`src/rtl/core/callsign_route_table_top_macros.svh`:
```
// Assertion macros used by the route table controller.
`ifndef CALLSIGN_ROUTE_TABLE_TOP_MACROS_SVH
`define CALLSIGN_ROUTE_TABLE_TOP_MACROS_SVH
`ifndef SYNTHESIS
`define CRT_ASSERT_IMP(label, ante, cons) \
   label: assert property (@(posedge clock) disable iff (reset) (ante) |-> (cons)) \
      else $error("route table assertion failed");
`define CRT_ASSERT_NXT(label, ante, cons) \
   label: assert property (@(posedge clock) disable iff (reset) (ante) |=> (cons)) \
      else $error("route table assertion failed");
`else
`define CRT_ASSERT_IMP(label, ante, cons)
`define CRT_ASSERT_NXT(label, ante, cons)
`endif
`endif

```
`src/rtl/core/crt_pkg.sv`:
```
`timescale 1ns / 1ps
package crt_pkg;
   localparam int ROUTE_DEPTH = 32;
   localparam int BCAST_DEPTH = 16;
   localparam int CALL_W = 56;
   localparam int ADDR_W = 64;
   localparam int PORT_W = 16;
   localparam int REQ_W  = 3;
   localparam int RIDX_W = (ROUTE_DEPTH > 1) ? $clog2(ROUTE_DEPTH) : 1;
   localparam int RCNT_W = $clog2(ROUTE_DEPTH + 1);
   localparam int BIDX_W = (BCAST_DEPTH > 1) ? $clog2(BCAST_DEPTH) : 1;
   localparam int BCNT_W = $clog2(BCAST_DEPTH + 1);

   localparam logic [REQ_W-1:0] REQ_ADD_ROUTE = 3'd0;
   localparam logic [REQ_W-1:0] REQ_ADD_BCAST = 3'd1;
   localparam logic [REQ_W-1:0] REQ_LOOKUP    = 3'd2;
   localparam logic [REQ_W-1:0] REQ_BTEST     = 3'd3;
   localparam logic [REQ_W-1:0] REQ_LIST      = 3'd4;
   localparam logic [REQ_W-1:0] REQ_FAMILY    = 3'd5;

   typedef enum logic [3:0] {
      ST_IDLE, ST_RD, ST_CHK, ST_LIST_OUT, ST_DEF_RD, ST_DEF_CHK, ST_BRD, ST_BCHK, ST_EMIT
   } state_type;

   typedef struct packed {
      logic [CALL_W-1:0] call;
      logic              family;
      logic [ADDR_W-1:0] addr_hi;
      logic [ADDR_W-1:0] addr_lo;
      logic [PORT_W-1:0] port;
      logic              bcast;
   } route_entry_type;

   typedef struct packed {
      logic              we;
      logic [RIDX_W-1:0] waddr;
      route_entry_type   wdata;
      logic              re;
      logic [RIDX_W-1:0] raddr;
   } rmem_ctl_type;

   typedef struct packed {
      logic              found;
      logic              used_default;
      logic              family;
      logic [ADDR_W-1:0] addr_hi;
      logic [ADDR_W-1:0] addr_lo;
      logic [PORT_W-1:0] port;
      logic              status;
      logic              last;
   } result_type;

   function automatic logic [CALL_W-1:0] normalize_call(input logic [CALL_W-1:0] raw);
      logic [CALL_W-1:0] c;
      c = raw;
      return {c[CALL_W-1:8] & 48'hFEFE_FEFE_FEFE, (c[7:0] & 8'h1E) | 8'h60};
   endfunction

   function automatic result_type route_result(input route_entry_type e, input logic use_def);
      result_type r;
      r = '0;
      r.found = 1'b1;
      r.used_default = use_def;
      r.family = e.family;
      r.addr_hi = e.addr_hi;
      r.addr_lo = e.addr_lo;
      r.port = e.port;
      return r;
   endfunction
endpackage

```
`src/rtl/core/crt_ctrl.sv`:
```
`timescale 1ns / 1ps
`include "callsign_route_table_top_macros.svh"
module crt_ctrl (
   input  logic                          clock,
   input  logic                          reset,
   input  logic                          req_valid,
   output logic                          req_ready,
   input  logic [crt_pkg::REQ_W-1:0]     req_type,
   input  logic [crt_pkg::CALL_W-1:0]    req_callsign,
   input  logic                          req_addr_family,
   input  logic [crt_pkg::ADDR_W-1:0]    req_addr_hi,
   input  logic [crt_pkg::ADDR_W-1:0]    req_addr_lo,
   input  logic [crt_pkg::PORT_W-1:0]    req_port,
   input  logic                          req_mark_default,
   input  logic                          req_mark_bcast,
   output crt_pkg::rmem_ctl_type         rmem_ctl,
   input  crt_pkg::route_entry_type      rmem_rdata,
   output logic                          res_valid,
   input  logic                          res_ready,
   output crt_pkg::result_type           res
);
   import crt_pkg::*;

   state_type          state_ff, state_in;
   logic [REQ_W-1:0]   rtype_ff, rtype_in;
   logic [CALL_W-1:0]  call_ff, call_in;
   logic               fam_ff, fam_in;
   logic [RCNT_W-1:0]  idx_ff, idx_in;
   logic [BCNT_W-1:0]  bidx_ff, bidx_in;
   logic [RCNT_W-1:0]  route_count_ff, route_count_in;
   logic               default_valid_ff, default_valid_in;
   logic [RIDX_W-1:0]  default_slot_ff, default_slot_in;
   logic [BCNT_W-1:0]  bcast_count_ff, bcast_count_in;
   logic               have_ff, have_in;
   result_type         res_ff, res_in;
   logic [CALL_W-1:0]  bmem [BCAST_DEPTH];
   logic [CALL_W-1:0]  bdata_ff;
   logic               bwe, bre;
   logic [CALL_W-1:0]  cmp_b;
   logic               hit_call;

   // One comparator serves both the route scan and the broadcast set scan.
   assign cmp_b    = (state_ff == ST_BCHK) ? bdata_ff : rmem_rdata.call;
   assign hit_call = (cmp_b == call_ff);

   always_ff @(posedge clock) begin
      if (bwe) begin
         bmem[bcast_count_ff[BIDX_W-1:0]] <= normalize_call(req_callsign);
      end
      if (bre) begin
         bdata_ff <= bmem[bidx_ff[BIDX_W-1:0]];
      end
   end

   always_ff @(posedge clock) begin
      if (reset) begin
         state_ff         <= ST_IDLE;
         route_count_ff   <= '0;
         default_valid_ff <= 1'b0;
         default_slot_ff  <= '0;
         bcast_count_ff   <= '0;
         have_ff          <= 1'b0;
      end else begin
         state_ff         <= state_in;
         route_count_ff   <= route_count_in;
         default_valid_ff <= default_valid_in;
         default_slot_ff  <= default_slot_in;
         bcast_count_ff   <= bcast_count_in;
         have_ff          <= have_in;
      end
      rtype_ff <= rtype_in;
      call_ff  <= call_in;
      fam_ff   <= fam_in;
      idx_ff   <= idx_in;
      bidx_ff  <= bidx_in;
      res_ff   <= res_in;
   end

   always_comb begin
      state_in         = state_ff;
      rtype_in         = rtype_ff;
      call_in          = call_ff;
      fam_in           = fam_ff;
      idx_in           = idx_ff;
      bidx_in          = bidx_ff;
      route_count_in   = route_count_ff;
      default_valid_in = default_valid_ff;
      default_slot_in  = default_slot_ff;
      bcast_count_in   = bcast_count_ff;
      have_in          = have_ff;
      res_in           = res_ff;
      rmem_ctl         = '0;
      bwe              = 1'b0;
      bre              = 1'b0;
      req_ready        = 1'b0;
      res_valid        = 1'b0;
      case (state_ff)
         ST_IDLE: begin
            req_ready = 1'b1;
            if (req_valid) begin
               rtype_in = req_type;
               call_in  = normalize_call(req_callsign);
               fam_in   = req_addr_family;
               idx_in   = '0;
               bidx_in  = '0;
               have_in  = 1'b0;
               res_in   = '0;
               state_in = ST_EMIT;
               case (req_type)
                  REQ_ADD_ROUTE: begin
                     if (route_count_ff >= RCNT_W'(ROUTE_DEPTH)) begin
                        res_in.status = 1'b1;
                     end else begin
                        rmem_ctl.we            = 1'b1;
                        rmem_ctl.waddr         = route_count_ff[RIDX_W-1:0];
                        rmem_ctl.wdata.call    = normalize_call(req_callsign);
                        rmem_ctl.wdata.family  = req_addr_family;
                        rmem_ctl.wdata.addr_hi = req_addr_family ? req_addr_hi : '0;
                        rmem_ctl.wdata.addr_lo = req_addr_family ? req_addr_lo
                                                 : {32'd0, req_addr_lo[31:0]};
                        rmem_ctl.wdata.port    = req_port;
                        rmem_ctl.wdata.bcast   = req_mark_bcast;
                        if (req_mark_default) begin
                           default_valid_in = 1'b1;
                           default_slot_in  = route_count_ff[RIDX_W-1:0];
                        end
                        route_count_in = route_count_ff + RCNT_W'(1);
                     end
                  end
                  REQ_ADD_BCAST: begin
                     if (bcast_count_ff >= BCNT_W'(BCAST_DEPTH)) begin
                        res_in.status = 1'b1;
                     end else begin
                        bwe            = 1'b1;
                        bcast_count_in = bcast_count_ff + BCNT_W'(1);
                     end
                  end
                  REQ_LOOKUP, REQ_LIST, REQ_FAMILY: begin
                     state_in = ST_RD;
                  end
                  REQ_BTEST: begin
                     state_in = ST_BRD;
                  end
                  default: begin
                     state_in = ST_EMIT;
                  end
               endcase
            end
         end
         ST_RD: begin
            if (idx_ff < route_count_ff) begin
               rmem_ctl.re    = 1'b1;
               rmem_ctl.raddr = idx_ff[RIDX_W-1:0];
               state_in       = ST_CHK;
            end else if (rtype_ff == REQ_LOOKUP && default_valid_ff) begin
               state_in = ST_DEF_RD;
            end else begin
               // The result register already holds the answer or zero.
               state_in = ST_EMIT;
            end
         end
         ST_CHK: begin
            idx_in   = idx_ff + RCNT_W'(1);
            state_in = ST_RD;
            case (rtype_ff)
               REQ_LOOKUP: begin
                  if (hit_call) begin
                     res_in   = route_result(rmem_rdata, 1'b0);
                     state_in = ST_EMIT;
                  end
               end
               REQ_FAMILY: begin
                  if (rmem_rdata.family == fam_ff) begin
                     res_in.found = 1'b1;
                     state_in     = ST_EMIT;
                  end
               end
               REQ_LIST: begin
                  // A held item goes out only once a later one proves it is not the last.
                  if (rmem_rdata.bcast) begin
                     if (have_ff) begin
                        state_in = ST_LIST_OUT;
                     end else begin
                        res_in  = route_result(rmem_rdata, 1'b0);
                        have_in = 1'b1;
                     end
                  end
               end
               default: begin
                  state_in = ST_EMIT;
               end
            endcase
         end
         ST_LIST_OUT: begin
            res_valid = 1'b1;
            if (res_ready) begin
               res_in   = route_result(rmem_rdata, 1'b0);
               state_in = ST_RD;
            end
         end
         ST_DEF_RD: begin
            rmem_ctl.re    = 1'b1;
            rmem_ctl.raddr = default_slot_ff;
            state_in       = ST_DEF_CHK;
         end
         ST_DEF_CHK: begin
            res_in   = route_result(rmem_rdata, 1'b1);
            state_in = ST_EMIT;
         end
         ST_BRD: begin
            if (bidx_ff < bcast_count_ff) begin
               bre      = 1'b1;
               state_in = ST_BCHK;
            end else begin
               state_in = ST_EMIT;
            end
         end
         ST_BCHK: begin
            if (hit_call) begin
               res_in.found = 1'b1;
               state_in     = ST_EMIT;
            end else begin
               bidx_in  = bidx_ff + BCNT_W'(1);
               state_in = ST_BRD;
            end
         end
         ST_EMIT: begin
            res_valid = 1'b1;
            if (res_ready) begin
               state_in = ST_IDLE;
            end
         end
         default: begin
            state_in = ST_IDLE;
         end
      endcase
   end

   always_comb begin
      res      = res_ff;
      res.last = (state_ff == ST_EMIT);
   end

   `CRT_ASSERT_IMP(a_count_bound, 1'b1, route_count_ff <= RCNT_W'(ROUTE_DEPTH))
   `CRT_ASSERT_IMP(a_default_slot, default_valid_ff, RCNT_W'(default_slot_ff) < route_count_ff)
   `CRT_ASSERT_IMP(a_busy_no_req, res_valid, !req_ready)
   `CRT_ASSERT_IMP(a_list_hold, state_ff == ST_LIST_OUT, have_ff && rtype_ff == REQ_LIST)
   `CRT_ASSERT_NXT(a_count_inc, rmem_ctl.we, route_count_ff == $past(route_count_ff) + RCNT_W'(1))
endmodule

```
`config.mk`:
```
export PLATFORM = sky130hd
export DESIGN_NAME = crt_ctrl
export DESIGN_NICKNAME = d
export VERILOG_FILES = /design/src/rtl/core/crt_pkg.sv /design/src/rtl/core/crt_ctrl.sv
export VERILOG_INCLUDE_DIRS = /design/src /design/src/rtl/core
export SDC_FILE = /design/constraint.sdc
export NUM_CORES = 1
export LEC_CHECK = 0
export ABC_AREA = 1
export BUFFER_PORTS_ARGS = -buffer_cell sky130_fd_sc_hd__buf_2
export CAP_MARGIN = 20
export CORE_ASPECT_RATIO = 0.75
export CORE_MARGIN = 2
export CORE_UTILIZATION = 46
export CTS_BUF_LIST = sky130_fd_sc_hd__clkbuf_4 sky130_fd_sc_hd__clkbuf_8
export DETAILED_ROUTE_END_ITERATION = 6
export MAX_ROUTING_LAYER = met4
export PLACE_DENSITY = 0.68
export SYNTH_ARGS = -nofsm -noshare
export SYNTH_HDL_FRONTEND = slang
export SYNTH_SLANG_ARGS = --single-unit
```
`constraint.sdc`:
```
create_clock -name clock -period 9.2 [get_ports clock]
set_input_delay 0.92 -clock clock [delete_from_list [all_inputs] [get_ports clock]]
set_output_delay 0.92 -clock clock [all_outputs]
set_load 0.05 [all_outputs]
```
==> impl_metrics.csv <==
group,metric,value,unit
run_status,outcome,"complete, no violations",
placed_design,dpl_cell_area,48000,sq um
clock_network,clk_latency,0.83,ns
drt,drt.antenna.violating_nets,0,
clock_network,numCtsBuffers,154,
timing,finalSetupViolations,0,
final_layout,fin_cells,5913,
placed_design,dp.cells,5604,
final_layout,fin_nets,4953,
placed_design,port_buffers,758,
die,boundaryPins,777,
clock_network,cts_setup_buffers,0,
final_layout,post-route-util,55.1,%
drt,wl,152,mm
timing,maxSlewViolCount,0,
logic_synthesis,ys_seq_area_share,70.2,%
logic_synthesis,yosysTopAreaCellShare,69.2,%
worst_setup_path,rr_startpoint,"state_ff[1]",
power_and_ir_drop,ir_worst_vdd,0.175,mV
grt,met2_usage,45.8,%
logic_synthesis,ys_ff_latch,1013,
die,coreArea,93000,sq um
grt,gr-usage-met1,41.2,%
run,drv_cap,0,
die,die_area,96000,sq um
logic_synthesis,syn_avg_cell_area,11.4,sq um
die,start_util,46.3,%
timing,finalCritPeriodShare,58.6,%
timing,tightest_slew,1.23,ns
placed_design,place_ws,3.90,ns
clock_network,cts.sinks,1013,
logic_synthesis,synth-main-ff-cell,"edfxtp_1",
timing,relSlewSlack,18.2,%
drt,firstDrtPassIters,5,
worst_setup_path,cp_common_cell,"nand2_1",
grt,met3_usage,9.79,%
drt,avgViaCountPerCell,5.40,
worst_hold_path,hold_class,"in2reg",
timing,finalClockSkew,0.0459,ns
grt,grt_pass1_wl,206,mm
timing,fin_tns_setup,0,ns
logic_synthesis,syn_area,43000,sq um
logic_synthesis,ys_top_cells_by_count,"edfxtp_1, nor2_1, inv_1",
final_layout,drive_gt1_share,23.5,%
clock_network,cts_resized,0,
logic_synthesis,synth-edff-count,991,
timing,finalHoldViolCount,0,
grt,grt_max_degree,167,
timing,fmax,0.186,GHz
logic_synthesis,async_flop_share,0,%
grt,grt_use_total,31.5,%
timing,rsz0062_at_grt,"false",
clock_network,path_clk_slew,0.07,ns
clock_network,htreeDepth,4,
worst_setup_path,crit_path_end_kind,"flop",
worst_setup_path,slowest_delay,0.90,ns
clock_network,ctsHoldBuffers,0,
worst_setup_path,worstPathArrival,5.82,ns
worst_setup_path,critPathLaunchType,"flop",
logic_synthesis,synth_top_area_cell,"edfxtp_1",
logic_synthesis,synth_cell_type_count,40,
grt,grt-busiest-layer,"met2",
die,die_w,357,um
placed_design,gp_congestion,1.02,
clock_network,clockBufferDepth,3,
logic_synthesis,synthCells,3763,
worst_setup_path,path_class,"reg2reg",
die,rows,97,
drt,wire_per_inst,25.6,um
power_and_ir_drop,p_per_area,246,nW/um^2
die,die_h,269,um
final_layout,post-route-cell-area,51200,sq um
worst_hold_path,worstHoldStart,"req_type[1]",
worst_setup_path,startpoint,"state_ff[1]",
placed_design,hpwlAfterDp,101,mm
drt,drtIter0Drc,3946,
grt,grt_overflow_total,0,
worst_setup_path,crit_slowest_cell,"buf_4",
timing,period_needed,5.39,ns
final_layout,area_growth,19.0,%
clock_network,cts_tree,"done",
drt,via_count,31900,
logic_synthesis,netlist_top_cells_area,"edfxtp_1, nor2_1, inv_1",
timing,fin_ws,3.81,ns
timing,fin_hold_ws,0.330,ns
power_and_ir_drop,power.leakage,21.4,nW
clock_network,root_buffer,"clkbuf_8",
drt,drc,0,
grt,antenna_found_initial,45,
power_and_ir_drop,power,12.6,mW
logic_synthesis,yosysWarnings,0,
worst_setup_path,worstPathRequired,9.64,ns
worst_setup_path,crit_chain,"nand2_2, inv_2, nand2_4, buf_4, nand2_1, nand3b_1, nand2_1, nand2_1, nor2_1, nand2_1, nor2_2, nand3_1, nand3_1, nand3_1, inv_6, buf_4",
logic_synthesis,yosysMostFrequentCell,"edfxtp_1",
worst_setup_path,crit_fanout,76,
grt,first_global_vias,28500,
==> power by group <==
part           switching [mW]  total (mW)  internal [mW]
combinational            2.47        3.22          0.752
clock                    1.80        3.74           1.94
sequential              0.142        5.63           5.49
==> state kept, by name, summed over array words and instances, names as in the netlist, 3 cells and up <==
register / count
call_ff: 46
bidx_ff: 5
rtype_ff: 3
bcast_count_ff: 5
default_slot_ff: 5
bmem: 736
idx_ff: 6
bdata_ff: 46
route_count_ff: 6
res: 148
state_ff: 4
==> routing by layer <==
layer	routed length [um]	vias up
li1	-	14400
met1	60600	15300
met2	67300	1896
met3	17200	269
met4	6440	0
met5	0	-
==> layout make-up <==
type / count / area [sq um]
fill: 7944 / 41800
sequential: 1013 / 30200
multi-input combinational: 2019 / 10100
timing repair buffer: 803 / 4180
clock buffer: 195 / 2450
inverter: 533 / 2020
tap: 1237 / 1550
clock inverter: 83 / 621
antenna: 30 / 75.1
==> layout by cell type (no fill, tap or decap), types with 9 or more instances in the layout <==
| cell | n |
|---|---|
| nor2_4 | 21 |
| edfxtp_1 | 991 |
| buf_2 | 758 |
| o221ai_1 | 76 |
| inv_1 | 521 |
| buf_4 | 42 |
| dfxtp_1 | 22 |
| nand2_1 | 403 |
| clkinv_2 | 26 |
| mux2i_1 | 75 |
| o21ai_0 | 198 |
| a21oi_1 | 26 |
| nand3b_1 | 9 |
| clkbuf_8 | 157 |
| o211ai_1 | 19 |
| nor2_1 | 810 |
| diode_2 | 30 |
| clkinv_1 | 36 |
| nand3_1 | 201 |
| clkbuf_4 | 38 |
| o32ai_1 | 109 |
| ha_1 | 17 |
==> worst max-delay path, delay by kind of cell, from the launching register on <==
kind                   cells  cell delay [ns]
buffers and inverters      4             2.21
DFF                        1             0.53
and+or+nand+nor           12             2.17
==> worst paths after layout <==
check / to / slack (ns) / cells past startpoint
max: res[83] / 3.81 / 16
min: rtype_ff[1] / 0.33 / 1
max reg2reg: res[83] / 3.81 / 16
min reg2reg: default_valid_ff / 0.47 / 2
==> cells by family (layout without fill, tap and decap cells) <==
logic type               after synthesis  after routing  share of synthesized area (%)
AO/OA/AOI/OAI                        443            443                           6.97
adder cells (fa/ha/maj)               17             17                          0.495
buffers and inverters                738           1614                           6.71
multiplexers                          75             75                           1.75
AND/OR/NAND/NOR                     1473           1473                           13.8
flip-flops                          1013           1013                           70.2
XOR/XNOR                               3              3                         0.0611
other                                  1             38                        0.00872
Note: power is estimated with default switching activity, not from simulation.
